File: src/rtl/ata_tf_pkg.sv
`timescale 1ns / 1ps
// ----------------------------------------------------------------------------
// ata_tf_pkg
// Shared types and constants for the ATA task-file command setup block.
// ----------------------------------------------------------------------------
package ata_tf_pkg;

    // Task-file register offsets from the channel I/O base
    localparam logic [2:0] OFF_SECCOUNT = 3'd2;
    localparam logic [2:0] OFF_LBA0     = 3'd3;
    localparam logic [2:0] OFF_LBA1     = 3'd4;
    localparam logic [2:0] OFF_LBA2     = 3'd5;
    localparam logic [2:0] OFF_DEVSEL   = 3'd6;
    localparam logic [2:0] OFF_COMMAND  = 3'd7;

    // PIO commands
    localparam logic [7:0] CMD_READ      = 8'h20;
    localparam logic [7:0] CMD_READ_EXT  = 8'h24;
    localparam logic [7:0] CMD_WRITE     = 8'h30;
    localparam logic [7:0] CMD_WRITE_EXT = 8'h34;

    // Device select base values
    localparam logic [7:0] SEL_LBA = 8'he0;
    localparam logic [7:0] SEL_CHS = 8'ha0;

    // First address that needs 48-bit addressing
    localparam logic [31:0] LBA28_LIMIT = 32'h1000_0000;

    // Reciprocals of 63: Q30 for a 24-bit dividend, Q16 for a 10-bit one
    localparam logic [24:0] RECIP63_Q30 = 25'd17043522;
    localparam logic [10:0] RECIP63_Q16 = 11'd1041;

    // Configuration register indexes
    localparam logic [1:0] CFG_LBA_CAPABLE = 2'd0;
    localparam logic [1:0] CFG_SLAVE       = 2'd1;
    localparam logic [1:0] CFG_CHANNEL     = 2'd2;

    typedef struct packed {
        logic [1:0]  device;
        logic        is_write;
        logic [31:0] lba;
        logic [7:0]  count;
    } t_req;

    // Everything the sequencer needs to emit one run of writes
    typedef struct packed {
        logic       chan;
        logic       ext;      // LBA48 run
        logic       chs;      // CHS geometry
        logic       is_write;
        logic [7:0] sel;      // device select byte
        logic [7:0] count;
        logic [7:0] hi;       // LBA bits 31..24
        logic [7:0] lo;       // LBA bits 7..0
        logic [7:0] b1;
        logic [7:0] b2;
        logic [9:0] v;        // lba mod 1008
        logic [3:0] head;
    } t_plan;

endpackage

File: src/rtl/ata_tf_plan.sv
`timescale 1ns / 1ps
// ----------------------------------------------------------------------------
// ata_tf_plan
// Two-stage address planner: picks the addressing mode and works out CHS.
// ----------------------------------------------------------------------------
module ata_tf_plan (
    input  logic               i_clk,
    input  logic               i_rst_n,
    input  logic               i_req_vld,
    input  ata_tf_pkg::t_req   i_req,
    output logic               o_req_rdy,
    input  logic [3:0]         i_lba_capable_mask,
    input  logic [3:0]         i_slave_mask,
    input  logic [3:0]         i_channel_mask,
    output logic               o_plan_vld,
    output ata_tf_pkg::t_plan  o_plan,
    input  logic               i_plan_rdy
);

    logic              r_s1_vld;
    ata_tf_pkg::t_req  r_s1_req;
    logic              r_s1_ext;
    logic              r_s1_lba_ok;
    logic              r_s1_chan;
    logic              r_s1_slave;
    logic [18:0]       r_s1_q;

    logic              r_s2_vld;
    ata_tf_pkg::t_plan r_s2_plan;

    logic              w_s1_en;
    logic              w_s2_en;
    logic [48:0]       w_qprod;
    logic [24:0]       w_q63;
    logic [24:0]       w_rem;
    logic [9:0]        w_v;
    logic [20:0]       w_hprod;
    logic [3:0]        w_head;
    logic              w_chs;
    ata_tf_pkg::t_plan n_s2_plan;

    assign w_s2_en   = !r_s2_vld || i_plan_rdy;
    assign w_s1_en   = !r_s1_vld || w_s2_en;
    assign o_req_rdy = w_s1_en;

    // stage 1: (lba / 16) / 63 by reciprocal
    assign w_qprod = 49'(i_req.lba[27:4]) * 49'(ata_tf_pkg::RECIP63_Q30);

    always_ff @(posedge i_clk) begin
        if (!i_rst_n) begin
            r_s1_vld <= 1'b0;
        end else if (w_s1_en) begin
            r_s1_vld <= i_req_vld;
        end
        if (w_s1_en && i_req_vld) begin
            r_s1_req    <= i_req;
            r_s1_ext    <= (i_req.lba >= ata_tf_pkg::LBA28_LIMIT);
            r_s1_lba_ok <= i_lba_capable_mask[i_req.device];
            r_s1_chan   <= i_channel_mask[i_req.device];
            r_s1_slave  <= i_slave_mask[i_req.device];
            r_s1_q      <= w_qprod[48:30];
        end
    end

    // stage 2: remainder, lba mod 1008, head
    assign w_q63   = {r_s1_q, 6'b0} - 25'(r_s1_q);
    assign w_rem   = 25'(r_s1_req.lba[27:4]) - w_q63;
    assign w_v     = {w_rem[5:0], r_s1_req.lba[3:0]};
    assign w_hprod = 21'(w_v) * 21'(ata_tf_pkg::RECIP63_Q16);
    assign w_head  = w_hprod[19:16];
    assign w_chs   = !r_s1_ext && !r_s1_lba_ok;

    always_comb begin
        n_s2_plan          = '0;
        n_s2_plan.chan     = r_s1_chan;
        n_s2_plan.ext      = r_s1_ext;
        n_s2_plan.chs      = w_chs;
        n_s2_plan.is_write = r_s1_req.is_write;
        n_s2_plan.count    = r_s1_req.count;
        n_s2_plan.hi       = r_s1_req.lba[31:24];
        n_s2_plan.lo       = r_s1_req.lba[7:0];
        n_s2_plan.v        = w_v;
        n_s2_plan.head     = w_head;
        priority if (r_s1_ext) begin
            n_s2_plan.sel = ata_tf_pkg::SEL_LBA | {3'b0, r_s1_slave, 4'b0};
        end else if (r_s1_lba_ok) begin
            n_s2_plan.sel = ata_tf_pkg::SEL_LBA | {3'b0, r_s1_slave, r_s1_req.lba[27:24]};
        end else begin
            n_s2_plan.sel = ata_tf_pkg::SEL_CHS | {3'b0, r_s1_slave, w_head};
        end
        if (w_chs) begin
            n_s2_plan.b1 = r_s1_q[7:0];
            n_s2_plan.b2 = r_s1_q[15:8];
        end else begin
            n_s2_plan.b1 = r_s1_req.lba[15:8];
            n_s2_plan.b2 = r_s1_req.lba[23:16];
        end
    end

    always_ff @(posedge i_clk) begin
        if (!i_rst_n) begin
            r_s2_vld <= 1'b0;
        end else if (w_s2_en) begin
            r_s2_vld <= r_s1_vld;
        end
        if (w_s2_en && r_s1_vld) begin
            r_s2_plan <= n_s2_plan;
        end
    end

    assign o_plan_vld = r_s2_vld;
    assign o_plan     = r_s2_plan;

    a_rem_range: assert property (@(posedge i_clk) disable iff (!i_rst_n)
        r_s1_vld |-> (w_rem < 25'd63))
        else $error("CHS remainder out of range");

    a_head_range: assert property (@(posedge i_clk) disable iff (!i_rst_n)
        r_s1_vld |-> (10'(w_head) * 10'd63 <= w_v) && (w_v - 10'(w_head) * 10'd63 < 10'd63))
        else $error("CHS head quotient wrong");

    a_stall_holds: assert property (@(posedge i_clk) disable iff (!i_rst_n)
        (r_s2_vld && !i_plan_rdy) |=> (r_s2_vld && $stable(r_s2_plan)))
        else $error("plan lost while stalled");

endmodule

File: src/rtl/ata_tf_seq.sv
`timescale 1ns / 1ps
// ----------------------------------------------------------------------------
// ata_tf_seq
// Write sequencer: steps through one plan, one register write per cycle unless stalled.
// ----------------------------------------------------------------------------
module ata_tf_seq (
    input  logic              i_clk,
    input  logic              i_rst_n,
    input  logic              i_plan_vld,
    input  ata_tf_pkg::t_plan i_plan,
    output logic              o_plan_rdy,
    output logic              o_m_axis_tvalid,
    input  logic              i_m_axis_tready,
    output logic [15:0]       o_m_axis_tdata,   // reg_offset[2:0], value[10:3], zero pad
    output logic              o_m_axis_tuser,   // channel
    output logic              o_m_axis_tlast
);

    localparam logic [3:0] STEP_DEVSEL = 4'd0;
    localparam logic [3:0] STEP_HI_CNT = 4'd1;
    localparam logic [3:0] STEP_HI_L0  = 4'd2;
    localparam logic [3:0] STEP_HI_L1  = 4'd3;
    localparam logic [3:0] STEP_HI_L2  = 4'd4;
    localparam logic [3:0] STEP_COUNT  = 4'd5;
    localparam logic [3:0] STEP_L0     = 4'd6;
    localparam logic [3:0] STEP_L1     = 4'd7;
    localparam logic [3:0] STEP_L2     = 4'd8;
    localparam logic [3:0] STEP_CMD    = 4'd9;

    logic              r_em_vld;
    ata_tf_pkg::t_plan r_plan;
    logic [3:0]        r_idx;
    logic [3:0]        n_idx;

    logic              r_out_vld;
    logic              r_out_chan;
    logic [2:0]        r_out_off;
    logic [7:0]        r_out_value;
    logic              r_out_last;

    logic              w_emit;
    logic              w_done;
    logic              w_load;
    logic [9:0]        w_sect;
    logic [2:0]        w_off;
    logic [7:0]        w_value;
    logic [7:0]        w_cmd;

    assign w_emit     = r_em_vld && (!r_out_vld || i_m_axis_tready);
    assign w_done     = w_emit && (r_idx == STEP_CMD);
    assign o_plan_rdy = !r_em_vld || w_done;
    assign w_load     = o_plan_rdy && i_plan_vld;

    // sector number = lba mod 63 + 1
    assign w_sect = r_plan.v - {r_plan.head, 6'b0} + 10'(r_plan.head) + 10'd1;

    always_comb begin
        priority if (r_plan.is_write) begin
            w_cmd = r_plan.ext ? ata_tf_pkg::CMD_WRITE_EXT : ata_tf_pkg::CMD_WRITE;
        end else begin
            w_cmd = r_plan.ext ? ata_tf_pkg::CMD_READ_EXT : ata_tf_pkg::CMD_READ;
        end
    end

    always_comb begin
        unique case (r_idx)
            STEP_DEVSEL: begin w_off = ata_tf_pkg::OFF_DEVSEL;   w_value = r_plan.sel;   end
            STEP_HI_CNT: begin w_off = ata_tf_pkg::OFF_SECCOUNT; w_value = 8'd0;         end
            STEP_HI_L0:  begin w_off = ata_tf_pkg::OFF_LBA0;     w_value = r_plan.hi;    end
            STEP_HI_L1:  begin w_off = ata_tf_pkg::OFF_LBA1;     w_value = 8'd0;         end
            STEP_HI_L2:  begin w_off = ata_tf_pkg::OFF_LBA2;     w_value = 8'd0;         end
            STEP_COUNT:  begin w_off = ata_tf_pkg::OFF_SECCOUNT; w_value = r_plan.count; end
            STEP_L0: begin
                w_off   = ata_tf_pkg::OFF_LBA0;
                w_value = r_plan.chs ? w_sect[7:0] : r_plan.lo;
            end
            STEP_L1:     begin w_off = ata_tf_pkg::OFF_LBA1;     w_value = r_plan.b1;    end
            STEP_L2:     begin w_off = ata_tf_pkg::OFF_LBA2;     w_value = r_plan.b2;    end
            STEP_CMD:    begin w_off = ata_tf_pkg::OFF_COMMAND;  w_value = w_cmd;        end
            default:     begin w_off = ata_tf_pkg::OFF_COMMAND;  w_value = 8'd0;         end
        endcase
    end

    always_comb begin
        n_idx = r_idx;
        if (w_load) begin
            n_idx = STEP_DEVSEL;
        end else if (w_emit) begin
            unique case (r_idx)
                STEP_DEVSEL: n_idx = r_plan.ext ? STEP_HI_CNT : STEP_COUNT;
                STEP_CMD:    n_idx = STEP_CMD;
                default:     n_idx = r_idx + 4'd1;
            endcase
        end
    end

    always_ff @(posedge i_clk) begin
        if (!i_rst_n) begin
            r_em_vld <= 1'b0;
            r_idx    <= STEP_DEVSEL;
        end else begin
            if (o_plan_rdy) begin
                r_em_vld <= i_plan_vld;
            end
            r_idx <= n_idx;
        end
        if (w_load) begin
            r_plan <= i_plan;
        end
    end

    always_ff @(posedge i_clk) begin
        if (!i_rst_n) begin
            r_out_vld <= 1'b0;
        end else if (!r_out_vld || i_m_axis_tready) begin
            r_out_vld <= w_emit;
        end
        if (w_emit) begin
            r_out_chan  <= r_plan.chan;
            r_out_off   <= w_off;
            r_out_value <= w_value;
            r_out_last  <= (r_idx == STEP_CMD);
        end
    end

    assign o_m_axis_tvalid = r_out_vld;
    assign o_m_axis_tdata  = {5'b0, r_out_value, r_out_off};
    assign o_m_axis_tuser  = r_out_chan;
    assign o_m_axis_tlast  = r_out_last;

    a_last_is_cmd: assert property (@(posedge i_clk) disable iff (!i_rst_n)
        (r_out_vld && r_out_last) |-> (r_out_off == ata_tf_pkg::OFF_COMMAND))
        else $error("last word is not the command write");

    a_no_hi_in_28: assert property (@(posedge i_clk) disable iff (!i_rst_n)
        (r_em_vld && !r_plan.ext) |-> !(r_idx == STEP_HI_CNT || r_idx == STEP_HI_L0 ||
                                        r_idx == STEP_HI_L1 || r_idx == STEP_HI_L2))
        else $error("high-order write in a 28-bit run");

    a_skip_hi: assert property (@(posedge i_clk) disable iff (!i_rst_n)
        (w_emit && r_idx == STEP_DEVSEL) |=> (r_idx == STEP_HI_CNT || r_idx == STEP_COUNT))
        else $error("bad step after device select");

    a_idx_range: assert property (@(posedge i_clk) disable iff (!i_rst_n)
        r_idx <= STEP_CMD)
        else $error("step index out of range");

endmodule

File: src/rtl/ata_taskfile_command_setup.sv
`timescale 1ns / 1ps
// ----------------------------------------------------------------------------
// ata_taskfile_command_setup
// Turns one sector read/write request into its run of task-file writes.
// ----------------------------------------------------------------------------
//
// Channel   Dir  Handshake          Payload
// s_axis    in   tvalid / tready    tdata: device, block_address, sector_count
//                                   tuser: is_write
// m_axis    out  tvalid / tready    tdata: reg_offset, value; tuser: channel;
//                                   tlast: command write ends the run
// cfg       in   valid / ready      index (0 lba_capable, 1 slave, 2 channel), data
//
// Words: each request gives 6 words (LBA28/CHS) or 10 words (LBA48), one per
// cycle out of the sequencer unless m_axis stalls; runs follow each other
// with no gap. An accepted request passes the input register, the two planner
// stages, the sequencer plan load and the output register to its first word.
// Reset: synchronous, active low; clears valid flags and the three masks.
// Stalls: m_axis tready low holds the output word; the planner keeps taking
// requests until it and the input register fill, then s_axis tready drops.
// cfg is always ready; the user must write the masks only while the block is
// idle, as the block itself does not enforce it.
module ata_taskfile_command_setup (
    input  logic        i_clk,
    input  logic        i_rst_n,

    input  logic        i_s_axis_tvalid,
    output logic        o_s_axis_tready,
    input  logic [47:0] i_s_axis_tdata,   // device[1:0], block_address[33:2],
                                          // sector_count[41:34], zero pad
    input  logic        i_s_axis_tuser,   // is_write

    output logic        o_m_axis_tvalid,
    input  logic        i_m_axis_tready,
    output logic [15:0] o_m_axis_tdata,   // reg_offset[2:0], value[10:3], zero pad
    output logic        o_m_axis_tuser,   // channel
    output logic        o_m_axis_tlast,   // last

    input  logic        i_cfg_valid,
    output logic        o_cfg_ready,
    input  logic [1:0]  i_cfg_index,
    input  logic [3:0]  i_cfg_data
);

    // configuration masks, bit d for device d
    logic [3:0]        r_lba_capable_mask;
    logic [3:0]        r_slave_mask;
    logic [3:0]        r_channel_mask;

    // input register
    logic              r_s0_vld;
    ata_tf_pkg::t_req  r_s0_req;
    ata_tf_pkg::t_req  w_in_req;
    logic              w_s0_rdy;

    logic              w_plan_vld;
    logic              w_plan_rdy;
    ata_tf_pkg::t_plan w_plan;

    assign o_cfg_ready = 1'b1;

    always_ff @(posedge i_clk) begin
        if (!i_rst_n) begin
            r_lba_capable_mask <= 4'd0;
            r_slave_mask       <= 4'd0;
            r_channel_mask     <= 4'd0;
        end else if (i_cfg_valid) begin
            unique case (i_cfg_index)
                ata_tf_pkg::CFG_LBA_CAPABLE: r_lba_capable_mask <= i_cfg_data;
                ata_tf_pkg::CFG_SLAVE:       r_slave_mask       <= i_cfg_data;
                ata_tf_pkg::CFG_CHANNEL:     r_channel_mask     <= i_cfg_data;
                default: ;   // unused index, ignored
            endcase
        end
    end

    // unpack the request word
    always_comb begin
        w_in_req.device   = i_s_axis_tdata[1:0];
        w_in_req.is_write = i_s_axis_tuser;
        w_in_req.lba      = i_s_axis_tdata[33:2];
        w_in_req.count    = i_s_axis_tdata[41:34];
    end

    // input stage drains whenever the planner takes it
    assign o_s_axis_tready = !r_s0_vld || w_s0_rdy;

    always_ff @(posedge i_clk) begin
        if (!i_rst_n) begin
            r_s0_vld <= 1'b0;
        end else if (o_s_axis_tready) begin
            r_s0_vld <= i_s_axis_tvalid;
        end
        if (o_s_axis_tready && i_s_axis_tvalid) begin
            r_s0_req <= w_in_req;
        end
    end

    ata_tf_plan u_plan (
        .i_clk              (i_clk),
        .i_rst_n            (i_rst_n),
        .i_req_vld          (r_s0_vld),
        .i_req              (r_s0_req),
        .o_req_rdy          (w_s0_rdy),
        .i_lba_capable_mask (r_lba_capable_mask),
        .i_slave_mask       (r_slave_mask),
        .i_channel_mask     (r_channel_mask),
        .o_plan_vld         (w_plan_vld),
        .o_plan             (w_plan),
        .i_plan_rdy         (w_plan_rdy)
    );

    ata_tf_seq u_seq (
        .i_clk           (i_clk),
        .i_rst_n         (i_rst_n),
        .i_plan_vld      (w_plan_vld),
        .i_plan          (w_plan),
        .o_plan_rdy      (w_plan_rdy),
        .o_m_axis_tvalid (o_m_axis_tvalid),
        .i_m_axis_tready (i_m_axis_tready),
        .o_m_axis_tdata  (o_m_axis_tdata),
        .o_m_axis_tuser  (o_m_axis_tuser),
        .o_m_axis_tlast  (o_m_axis_tlast)
    );

    a_s0_holds: assert property (@(posedge i_clk) disable iff (!i_rst_n)
        (r_s0_vld && !w_s0_rdy) |=> (r_s0_vld && $stable(r_s0_req)))
        else $error("input register overwritten while stalled");

    a_ready_when_empty: assert property (@(posedge i_clk) disable iff (!i_rst_n)
        !r_s0_vld |-> o_s_axis_tready)
        else $error("empty input stage not ready");

    a_cfg_applies: assert property (@(posedge i_clk) disable iff (!i_rst_n)
        (i_cfg_valid && i_cfg_index == ata_tf_pkg::CFG_SLAVE) |=> (r_slave_mask == $past(i_cfg_data)))
        else $error("slave mask write lost");

endmodule

File: config.mk
export PLATFORM = sky130hd
export DESIGN_NAME = ata_taskfile_command_setup
export DESIGN_NICKNAME = d
export VERILOG_FILES = /design/src/rtl/ata_tf_pkg.sv /design/src/rtl/ata_tf_plan.sv /design/src/rtl/ata_tf_seq.sv /design/src/rtl/ata_taskfile_command_setup.sv
export SDC_FILE = /design/constraint.sdc
export NUM_CORES = 1
export LEC_CHECK = 0
export ABC_CLOCK_PERIOD_IN_PS = 6800
export BUFFER_PORTS_ARGS = -buffer_cell sky130_fd_sc_hd__buf_2
export CAP_MARGIN = 15
export CORE_AREA = 2 2 162 164
export CTS_CLUSTER_DIAMETER = 50
export DETAILED_ROUTE_END_ITERATION = 12
export DIE_AREA = 0 0 164 166
export PLACE_DENSITY = 0.72
export SYNTH_ARGS = -nofsm -noshare
export SYNTH_HDL_FRONTEND = slang
export SYNTH_SLANG_ARGS = --single-unit
File: constraint.sdc
create_clock -name i_clk -period 6.8 [get_ports i_clk]
set_input_delay 0.34 -clock i_clk [delete_from_list [all_inputs] [get_ports i_clk]]
set_output_delay 0.34 -clock i_clk [all_outputs]
set_load 0.02 [all_outputs]
==> flow_summary.yaml <==
outcome:
  outcome: "finished clean"
place:
  pre_cts_slack_ns: 1.63
  postPlaceCellArea_um2: 14600
  finalWeightedCongestion: 0.878
  portBuffers: 68
  hpwl_um: 19100
global_routing:
  grt_max_degree: 62
  antenna_found_initial: 0
  grt_usage: 0.206
  grt_pass1_wl_um: 43300
  grt_overflow: 0
  grt_pass1_vias: 8352
logic_synthesis:
  ys_types: 60
  yosys.area_share.adder: 0.249
  muxShareOfSynthArea: 0.0316
  synth-edff-count: 233
  synth-seq-cells: 254
  synth_compound_area_frac: 0.0770
  synthArstFlopShare: 0
  syn_inst: 989
  synth_seq_area_share: 0.536
  ys.flop_type: "edfxtp_1"
  synth_top_family_by_area: "adder cells"
  syn_avg_cell_area_um2: 14.0
  syn_area_um2: 13800
  synthSimpleGateAreaFrac: 0.0521
  synthXorXnorAreaFrac: 0.0222
  yosys_warnings: 0
worst_hold_path:
  holdCritPathClass: "primary input to flop"
layout:
  diodes: 0
  nNetsFinal: 1433
  final_layout_size_suffix_gt1_frac: 0.125
  fillCellCount: 1905
  fin_area_um2: 15900
  postLayoutCoreUtil: 0.621
  area_growth_pct: 15.0
floorplan:
  die_h_um: 166
  num_io_pins: 81
  core_area_um2: 25600
  core.rowCount: 59
  die-width_um: 164
  start_util: 0.540
  fp.dieArea_um2: 27200
sta:
  fin_crit_ns: 5.22
  finalSetupTns_ns: 0
  setup_viol: 0
  max_freq_ghz: 0.191
  rsz0062_at_grt: "false"
  post-route-period-util: 0.768
  slew_headroom: 0.456
  clock_skew_ns: 0.0142
  final_hold_viol_count: 0
  slew_viol_final: 0
  max_slew.worst_pin.slew_ns: 0.814
  fin_ws_ns: 1.58
clocking:
  cts-resized-gates: 0
  cts-buffers-inserted: 28
  clk_path_buf_depth: 3
  cts.clk_slew.worst_paths_ns: 0.06
  hold_buffers: 42
  cts_root_buf: "clkbuf_16"
  cts_max_level: 1
  cts_setup_buffers: 0
  clk_latency_ns: 0.53
  cts_tree: "built"
  cts.sinks: 254
routing:
  vias: 8167
  routed_wl_um: 27000
  wl_per_cell_um: 18.3
  dr.pass1.iters: 5
  drt-initial-drc-count: 614
  via_per_inst: 5.53
  route.detailed.drc: 0
  antenna_left: 0
worst_setup_path:
  path_max_fanout: 6
  endpoint_kind: "flop"
  crit_arrival_ns: 5.50
  worstPathRequired_ns: 7.08
  crit_path_start_kind: "flop"
  crit_type: "flop to flop"
pwr:
  ir_drop_v: 0.000268
  power_density_nw_per_um2: 336
  combPwrFrac: 0.379
  power_frac_clock: 0.265
  swShare: 0.344
  switching_power_uw: 1840
  pwr-share-seq: 0.356
  p_leak_uw: 0.00672
  intPower_uw: 3510
job:
  timing.max_cap.violations: 0
## cell families (layout without fill, tap and decap cells)
kind of cell             Yosys count  after routing
AO/OA/AOI/OAI                    161            161
XOR/XNOR                          35             35
adder cells (fa/ha/maj)          253            253
buffers and inverters            111            260
flip-flops                       254            254
multiplexers                      38             38
other                              2              6
AND/OR/NAND/NOR                  135            135
## state kept, by name, summed over array words and instances (netlist names), 3 cells and up
signal,flops
u_seq.r_plan,58
u_plan.r_s1_req,16
r_channel_mask,4
u_seq.r_idx,4
u_plan.n_s2_plan,25
u_seq.r_out_value,8
u_seq.r_out_off,3
u_plan.r_s1_q,16
u_plan.o_plan,58
r_s0_req,43
r_slave_mask,4
r_lba_capable_mask,4
## stage by stage
| stage | hold WS (ns) | power [µW] | std cells |
|---|---|---|---|
| 2_1_floorplan | 0.400 | 3390 | 993 |
| 3_3_place_gp | 0.400 | 3870 | 1381 |
| 3_5_place_dp | 0.405 | 3910 | 1381 |
| 4_1_cts | 0.00674 | 5370 | 1475 |
| 5_1_grt | 0.108 | 5760 | 1477 |
| 6_report | 0.112 | 5350 | 1477 |
## cells in the mapped netlist (3+ instances only)
cell type | count | area share
a211oi_1 | 6 | 0.0033
a222oi_1 | 3 | 0.0022
fa_1 | 37 | 0.054
clkbuf_1 | 14 | 0.0038
nand2_1 | 32 | 0.0087
mux2_2 | 16 | 0.013
a221oi_1 | 4 | 0.0025
nand3_1 | 14 | 0.0051
o21a_1 | 6 | 0.0033
a31oi_1 | 4 | 0.0018
nor3_1 | 3 | 0.0011
mux2i_1 | 19 | 0.014
edfxtp_1 | 233 | 0.51
o211ai_1 | 9 | 0.0049
a22oi_1 | 9 | 0.0049
mux4_2 | 3 | 0.0049
o31ai_1 | 4 | 0.0022
nand3b_1 | 4 | 0.0022
ha_1 | 216 | 0.20
nor2_1 | 21 | 0.0057
inv_1 | 89 | 0.024
buf_4 | 6 | 0.0033
or3_1 | 3 | 0.0014
xor2_1 | 13 | 0.0082
nand4_1 | 8 | 0.0036
o21ai_0 | 33 | 0.012
nor2b_1 | 23 | 0.010
a21o_1 | 12 | 0.0065
and3_1 | 5 | 0.0023
dfxtp_1 | 21 | 0.030
nor3b_1 | 5 | 0.0027
nand2b_1 | 3 | 0.0014
and2_1 | 6 | 0.0027
a21oi_1 | 42 | 0.015
xnor2_1 | 22 | 0.014
o21bai_1 | 7 | 0.0038
## metal layers
metal | GRT usage | vias up | wire length [µm] | part of all wire
met1 | 0.267 | 3953 | 11500 | 0.43
met4 | 0.0671 | 0 | 816 | 0.030
met5 | 0 | - | 0 | 0
li1 | - | 3946 | - | -
met3 | 0.0232 | 54 | 1030 | 0.038
met2 | 0.362 | 214 | 13600 | 0.51
## worst max-delay path, cell delays in order, from the launching register on
cell and delay [ns]:
edfxtp_1 0.54, ha_1 0.38, fa_1 0.50, fa_1 0.51, fa_1 0.45, ha_1 0.28
ha_1 0.37, a21oi_1 0.18, o21ai_0 0.16, a211o_1 0.33, a211oi_1 0.29, o31ai_1 0.19
a221oi_1 0.49, o21ai_1 0.15, xor2_1 0.16
## final cells by class
cell class                 instances  area [µm²]  area share
timing repair buffer             119         828      0.0520
tap                              335         419      0.0263
sequential                       254        7420       0.466
clock buffer                      40         766      0.0481
clock inverter                    12         119     0.00747
inverter                          89         334      0.0210
multi-input combinational        628        6030       0.379
## worst paths after layout
path                                  startpoint                           end  slack, ns  cells after the start
hold / removal                     i_cfg_data[1]  r_slave_mask[1]$_SDFFE_PN0P_       0.11                      3
setup / recovery          r_s0_req[19]$_DFFE_PP_   u_plan.r_s1_q[13]$_DFFE_PP_       1.58                     14
setup reg to reg          r_s0_req[19]$_DFFE_PP_   u_plan.r_s1_q[13]$_DFFE_PP_       1.58                     14
hold reg to reg   u_plan.n_s2_plan[43]$_DFFE_PP_   u_plan.o_plan[43]$_DFFE_PP_       0.41                      0
## power groups by stage
stage | Clock, µW | Sequential (µW) | Combinational [µW]
after global routing | 1510 | 1910 | 2340
after global placement | 0 | 1930 | 1930
after detailed placement | 0 | 1940 | 1980
final | 1420 | 1900 | 2030
after floorplan | 0 | 1910 | 1490
after CTS | 1440 | 1910 | 2020
## layout by cell type, fill, tap and decap left out, types with 22 or more instances in the layout
master         instances
edfxtp_1             233
ha_1                 216
inv_1                 89
buf_2                 69
dlygate4sd3_1         43
a21oi_1               41
fa_1                  37
o21ai_0               33
nand2_1               32
clkbuf_16             28
xnor2_1               22
No activity file was read; power rests on OpenSTA's default activity.
